[src/stfc_pkg.sv]
// stfc_pkg: shared types, constants and helpers for the sorted table search core
// holds the channel payload structs and the search token carried along the cell chain
// no dependencies
package stfc_pkg;

  // position width: covers table depths up to 8191 with room for a -1 high bound
  localparam int unsigned POS_W = 14;

  localparam logic [1:0] ACT_APPEND = 2'd0;
  localparam logic [1:0] ACT_QUERY  = 2'd1;
  localparam logic [1:0] ACT_CLEAR  = 2'd2;

  localparam logic signed [31:0] VAL_MIN = 32'sh8000_0000;
  localparam logic signed [31:0] VAL_MAX = 32'sh7FFF_FFFF;

  typedef logic signed [POS_W-1:0] pos_t;

  typedef struct packed {
    logic [1:0]         action;
    logic signed [31:0] item_value;
  } in_item_t;

  typedef struct packed {
    logic               floor_found;
    logic signed [31:0] floor_value;
    logic               ceil_found;
    logic signed [31:0] ceil_value;
  } out_item_t;

  // state of one binary search
  typedef struct packed {
    pos_t               lo;
    pos_t               hi;
    logic               found;
    logic               done;
    logic signed [31:0] best;
  } search_t;

  // search token handed from cell to cell
  typedef struct packed {
    logic               valid;
    logic signed [31:0] key;
    search_t            flr;
    search_t            cel;
  } token_t;

  // midpoint rounded down, for lo <= hi with both non-negative
  function automatic pos_t mid_of(input pos_t lo, input pos_t hi);
    logic signed [POS_W:0] sum;
    sum = {lo[POS_W-1], lo} + {hi[POS_W-1], hi};
    return sum[POS_W:1];
  endfunction

endpackage

[src/stfc_cell.sv]
// stfc_cell: one probe cell of the search chain
// holds a token, applies one floor probe and one ceiling probe, hands the result on
// depends on stfc_pkg
module stfc_cell (
  input  logic                  clk,
  input  logic                  rst_n,
  input  stfc_pkg::token_t      tok_in,
  input  logic signed [31:0]    rd_flr,
  input  logic signed [31:0]    rd_cel,
  output stfc_pkg::token_t      tok_out,
  output stfc_pkg::pos_t        mid_flr,
  output stfc_pkg::pos_t        mid_cel,
  output logic                  active
);

  stfc_pkg::token_t tok_r;
  stfc_pkg::token_t tok_nxt;
  stfc_pkg::pos_t   m_f;
  stfc_pkg::pos_t   m_c;

  always_ff @(posedge clk) begin
    if (!rst_n) begin
      tok_r <= '0;
    end else begin
      tok_r <= tok_in;
    end
  end

  always_comb begin
    tok_nxt = tok_r;
    m_f     = stfc_pkg::mid_of(tok_r.flr.lo, tok_r.flr.hi);
    m_c     = stfc_pkg::mid_of(tok_r.cel.lo, tok_r.cel.hi);

    // floor probe
    if (tok_r.valid && !tok_r.flr.done) begin
      if (rd_flr == tok_r.key) begin
        tok_nxt.flr.best  = rd_flr;
        tok_nxt.flr.found = 1'b1;
        tok_nxt.flr.done  = 1'b1;
      end else if (rd_flr < tok_r.key) begin
        tok_nxt.flr.best  = rd_flr;
        tok_nxt.flr.found = 1'b1;
        tok_nxt.flr.lo    = m_f + stfc_pkg::pos_t'(1);
      end else begin
        tok_nxt.flr.hi    = m_f - stfc_pkg::pos_t'(1);
      end
      if (tok_nxt.flr.lo > tok_nxt.flr.hi) begin
        tok_nxt.flr.done = 1'b1;
      end
    end

    // ceiling probe
    if (tok_r.valid && !tok_r.cel.done) begin
      if (rd_cel == tok_r.key) begin
        tok_nxt.cel.best  = rd_cel;
        tok_nxt.cel.found = 1'b1;
        tok_nxt.cel.done  = 1'b1;
      end else if (rd_cel > tok_r.key) begin
        tok_nxt.cel.best  = rd_cel;
        tok_nxt.cel.found = 1'b1;
        tok_nxt.cel.hi    = m_c - stfc_pkg::pos_t'(1);
      end else begin
        tok_nxt.cel.lo    = m_c + stfc_pkg::pos_t'(1);
      end
      if (tok_nxt.cel.lo > tok_nxt.cel.hi) begin
        tok_nxt.cel.done = 1'b1;
      end
    end
  end

  assign tok_out = tok_nxt;
  assign mid_flr = stfc_pkg::mid_of(tok_nxt.flr.lo, tok_nxt.flr.hi);
  assign mid_cel = stfc_pkg::mid_of(tok_nxt.cel.lo, tok_nxt.cel.hi);
  assign active  = tok_r.valid;

endmodule

[config.mk]
export PLATFORM = sky130hd
export DESIGN_NAME = stfc_cell
export DESIGN_NICKNAME = d
export VERILOG_FILES = /design/src/stfc_pkg.sv /design/src/stfc_cell.sv
export SDC_FILE = /design/constraint.sdc
export NUM_CORES = 1
export LEC_CHECK = 0
export ABC_AREA = 1
export BUFFER_PORTS_ARGS = -buffer_cell sky130_fd_sc_hd__buf_2
export CORE_MARGIN = 2
export CORE_UTILIZATION = 40
export DETAILED_ROUTE_END_ITERATION = 7
export PLACE_DENSITY = 0.65
export REMOVE_ABC_BUFFERS = 1
export SYNTH_ARGS = -nofsm -noshare
export SYNTH_HDL_FRONTEND = slang
export SYNTH_SLANG_ARGS = --single-unit
[constraint.sdc]
create_clock -name clk -period 5.3 [get_ports clk]
set_clock_uncertainty 0.15 [all_clocks]
set_input_delay 0.53 -clock clk [delete_from_list [all_inputs] [get_ports clk]]
set_output_delay 0.53 -clock clk [all_outputs]
set_load 0.01 [all_outputs]
==> reports/results.ini, run 1 <==
[status]
status = finished, final reports clean

[pwr]
power_mw = 4.695
power.leakage_nw = 10.31
powerDensity_nw_per_um2 = 263.4
vdd_drop_max_v = 0.0002314

[floorplanning]
initial_utilization_pct = 40.38
die-width_um = 184.8
die_h_um = 184.8
core_area_sq_um = 32370
fp.dieArea_sq_um = 34140
rows = 66
io_pins = 409

[synth]
synth_edf_count = 0
ys_async_sr_fraction_pct = 0
syn_area_per_cell_sq_um = 6.697
yosysWarnings = 0
synth_area_leaders = dfxtp_1 (24%), nand2_1 (17%), ha_1 (14%)
synthFlopType = dfxtp_1
synthCells = 1952
synth_area_sq_um = 13070
ys_seq_elements = 157
synth.distinct_cells = 53
synth_top_area_share_pct = 24.04
yosysSeqAreaShare_pct = 24.04
synth_top_cell_by_area = dfxtp_1

[run]
maxCapViolCount = 0

[layout]
fin_util_pct = 55.06
final_common_cell = nand2_1
drive_above_1_share_pct = 36.55
layout.nets = 2789
final_cell_mix = nand2_1 (542), buf_2 (407), inv_1 (325)
area_delta_synth_final_pct = 36.33

[worst_hold_path]
worstHoldStart = tok_in[150]
hold_depth = 3
worstHoldEndpoint = tok_out[150]$_SDFF_PN0_
hold_class = primary input to register

[cts]
clk_path_buf_depth = 2
cts.sinks = 157
path_clk_slew_ns = 0.07
cts_buffers = 17
cts_root_buf = clkbuf_16
cts-hold-fix-buffers = 0
h-tree-depth = 4
tritoncts = yes

[route]
vias = 13960
antenna_left = 0
drc = 0
drt-total-wl_mm = 46.37
via_per_inst = 4.863
drt_iter0_markers = 797
wl_per_cell_um = 16.15
drt_pass1_iterations = 7

[grt]
grt_max_degree = 158
grt_pass1_vias = 13170
track_usage_pct = 26.50
grt_pass1_wl_mm = 69.65
antenna_found_initial = 5
grt_overflow = 0

[worst_setup_path]
arrival_ns = 4.56
cpMaxStageDelayCell = fa_2
end_kind = primary output
crit_required_ns = 4.62
cp-start-kind = register
path_max_fanout = 4
path_class = register to primary output
slowest_delay_ns = 0.38
crit_chain = nand2_2 -> fa_2 -> o21ai_4 -> a21oi_2 -> o21ai_4 -> buf_4 -> xor2_4 -> nand2_1 -> nor3_2 -> nand3_1 -> nand2_1 -> nand2_1 -> a21boi_0 -> ha_1 -> nand2_1 -> inv_1 -> o21ai_0 -> o2111ai_1 -> xnor2_1 -> o31ai_2 -> a21oi_1 -> or2_2 -> buf_2
crit_top_cell = nand2_1

[placement]
gp_congestion = 0.9052
dpl.hpwl_mm = 37.67
port_buffers = 408

[sta]
finalHoldViolations = 0
slew_violations = 0
min_period_ns = 5.243
setup_viol = 0
period_share_pct = 98.92
tightestPinTransition_ns = 1.003
slew_headroom_pct = 32.88
tns_ns = 0
rsz0062_at_grt = true
max_freq_mhz = 190.7

==> registers in the layout (all words and copies together) (netlist names) <==
name / count
tok_out: 32
active: 1
tok_r: 124
==> logic make-up after synthesis <==
logic type | share of synthesized area (%)
buf+inv | 13.25
xor+xnor | 4.297
simple gates | 28.02
flops | 24.04
mux | 5.341
fa+ha+maj | 14.78
compound gates | 10.28
==> worst max-delay path, delay by kind of cell (launching register included) <==
kind | cells | cell delay (ns)
compound gates | 8 | 1.28
simple gates | 8 | 0.92
fa+ha+maj | 2 | 0.66
xor+xnor | 2 | 0.53
flops | 1 | 0.37
buf+inv | 3 | 0.31
==> metrics by stage <==
stage | setup slack [ns] | hold WS (ns) | instances | area [sq um]
final | 0.05743 | 0.1031 | 2871 | 17820
after global routing | -0.1775 | 0.09770 | 2869 | 17820
after CTS | -0.006351 | 0.08977 | 2836 | 16840
after detailed placement | -0.1064 | 0.5644 | 2782 | 15690
after global placement | -0.06027 | 0.5593 | 2782 | 15690
after floorplan | 0.1977 | 0.4735 | 1878 | 12650
==> cell usage after synthesis (all sizes together) (7+ instances only) <==
cell type    n
clkbuf      25
dfxtp      157
nand2      589
a21oi       71
or2         24
inv        348
xor2        44
o21ai      112
nand4       26
nor3        29
o21bai       7
a21boi      11
buf         49
nor2        94
xnor2        9
a21o         9
ha         148
nand3       99
mux2        62
==> timing repair <==
item | CTS | global route
gates cloned | 1 | 1
setup endpoints to repair | 10 | 15
setup buffers | 21 | 32
pin swaps | 27 | 86
gates resized for setup | 88 | 204
==> area by class of cell <==
class                   instances  area (sq um)
fillers                      3226         14550
multi-input cells            1371          9189
flip-flops and latches        157          3182
repair buffers                516          2947
inverters                     350          1324
well taps                     442         553.0
clock buffers                  18         439.2
clock inverters                14         178.9
repair inverters                1         5.005
diodes                          2         5.005
==> routing by layer <==
metal	GRT usage, %	routed length (um)
met5	0	62
met3	5.840	3118
met2	44.31	21750
met1	33.12	19590
met4	10.48	1850
==> worst max path at each step <==
stage | end | slack, ns | from | cells after the start
after floorplan | mid_cel[13] | 0.20 | rd_cel[31] | 24
after global placement | tok_out[94] | -0.06 | rd_flr[31] | 26
after detailed placement | tok_out[94] | -0.11 | rd_flr[31] | 26
after CTS | tok_out[94] | -0.006 | tok_r[97]$_SDFF_PN0_ | 30
after global routing | tok_out[32] | -0.18 | tok_r[48]$_SDFF_PN0_ | 30
final | tok_out[94] | 0.06 | tok_r[110]$_SDFF_PN0_ | 23
==> power by group <==
part           switching (mW)  internal, mW
sequential             0.0481          1.25
combinational            1.20         0.870
clock                   0.568         0.765
total                    1.81          2.88
(Power assumes the default switching activity.)
==> run 2, diff against run 1 <==
- GPL_TIMING_DRIVEN: not set -> 0
==> reports/results.ini, run 2 (synthesis results as in run 1) <==
[run]
maxCapViolCount = 0

[route]
drt-total-wl_mm = 46.86
drt_iter0_markers = 680
via_per_inst = 4.865
drc = 0
wl_per_cell_um = 16.28
vias = 14000
antenna_left = 0
drt_pass1_iterations = 5

[pwr]
power.leakage_nw = 10.42
powerDensity_nw_per_um2 = 261.1
vdd_drop_max_v = 0.0001882

[sta]
rsz0062_at_grt = true
slew_violations = 0
setup_viol = 0
max_freq_mhz = 190.9
finalHoldViolations = 0
tightestPinTransition_ns = 1.037
min_period_ns = 5.239
period_share_pct = 98.86
slew_headroom_pct = 30.82

[placement]
place_area_sq_um = 15330
port_buffers = 408
dpl.hpwl_mm = 36.53
gp_congestion = 0.8942

[cts]
cts-hold-fix-buffers = 0
tritoncts = yes
clk_path_buf_depth = 2
path_clk_slew_ns = 0.08
cts.sinks = 157
cts_root_buf = clkbuf_16
h-tree-depth = 4
cts_buffers = 17

[layout]
regMostFlops = tok_r
layout.nets = 2795
final_cell_mix = nand2_1 (521), buf_2 (406), inv_1 (315)
stdcell_area_sq_um = 18490
area_delta_synth_final_pct = 41.45
drive_above_1_share_pct = 39.75
fin_util_pct = 57.12
final_common_cell = nand2_1
largest_reg_flops = 124

[worst_setup_path]
path_class = register to primary output
path_max_fanout = 4
end_kind = primary output
crit_required_ns = 4.62
crit_start = tok_r[48]$_SDFF_PN0_
cp-start-kind = register
arrival_ns = 4.56

[status]
status = finished, final reports clean

[worst_hold_path]
worstHoldStart = tok_in[145]
hold_class = primary input to register

[grt]
grt_pass1_vias = 13000
antenna_found_initial = 5
grt_overflow = 0
track_usage_pct = 25.88
grt_pass1_wl_mm = 68.10
grt_max_degree = 101

[floorplanning]
rows = 66
core_area_sq_um = 32370
initial_utilization_pct = 40.38
die-width_um = 184.8
fp.dieArea_sq_um = 34140
die_h_um = 184.8
io_pins = 409

[run 2: routing by layer]
metal  track usage (%)  share of wire [%]  up-vias
met2             43.52                 48      435
li1                  -                  -     7103
met4             10.89                3.7        4
met3             5.151                6.2       88
met5                 0              0.058        -
met1             32.24                 42     6371
[run 2: power by group]
| group | internal [mW] | total (mW) | leakage [nW] | switching (mW) |
|---|---|---|---|---|
| sequential | 1.25 | 1.29 | 1.32 | 0.0478 |
| combinational | 0.956 | 2.25 | 8.82 | 1.30 |
| clock | 0.713 | 1.28 | 0.288 | 0.569 |
| total | 2.91 | 4.83 | 10.4 | 1.91 |
[run 2: metrics by stage]
stage / setup WS (ns) / std cells / setup TNS (ns) / power [mW] / hold slack, ns
finish: 0.06056 / 2878 / 0 / 4.828 / 0.1156
global route: -0.1376 / 2876 / -0.5752 / 5.128 / 0.1039
CTS: -0.008425 / 2823 / -0.01069 / 4.488 / 0.1010
detailed placement: -1.262 / 2731 / -10.40 / 2.978 / 0.5632
global placement: -1.148 / 2728 / -8.605 / 2.956 / 0.5577
floorplan: 0.1977 / 1878 / 0 / 2.386 / 0.4735
[run 2: final cells by class]
class / instances / area (sq um)
Sequential cell: 157 / 3198
Tap cell: 442 / 553.0
Clock buffer: 18 / 429.2
Timing Repair Buffer: 518 / 2975
Clock inverter: 14 / 170.2
Inverter: 350 / 1340
Antenna cell: 3 / 7.507
Multi-Input combinational cell: 1371 / 9782
Fill cell: 3077 / 13880
Timing Repair inverter: 5 / 36.28
[run 2: critical path, cell delays in order (launching register included)]
cell       delay, ns
dfxtp_2         0.34
nand2_2         0.10
inv_2           0.05
fa_2            0.41
nand3_2         0.11
nand3_4         0.14
nand2_4         0.10
nand2_4         0.08
a21oi_4         0.23
xor2_2          0.23
nand2_2         0.13
nor3_4          0.19
nand4_1         0.14
nand3_2         0.13
nand2_2         0.07
ha_4            0.28
nand2_1         0.06
inv_2           0.07
nand3_4         0.09
nor3_4          0.23
nand2_1         0.11
o2111ai_2       0.09
nand2_2         0.10
a32oi_4         0.24
nor2_2          0.09
o21bai_1        0.16
buf_2           0.15
[run 2: path summary, 6_finish.rpt]
| check | cells after the start | endpoint |
|---|---|---|
| setup / recovery | 26 | tok_out[32] |
| hold / removal | 3 | tok_out[145]$_SDFF_PN0_ |
[run 2: what timing repair did]
item,in CTS,in global routing
gates cloned,5,0
gates resized for setup,158,279
pin swaps,43,127
endpoints found under the hold margin,0,0
buffers inserted,55,52
setup endpoints to repair,27,17
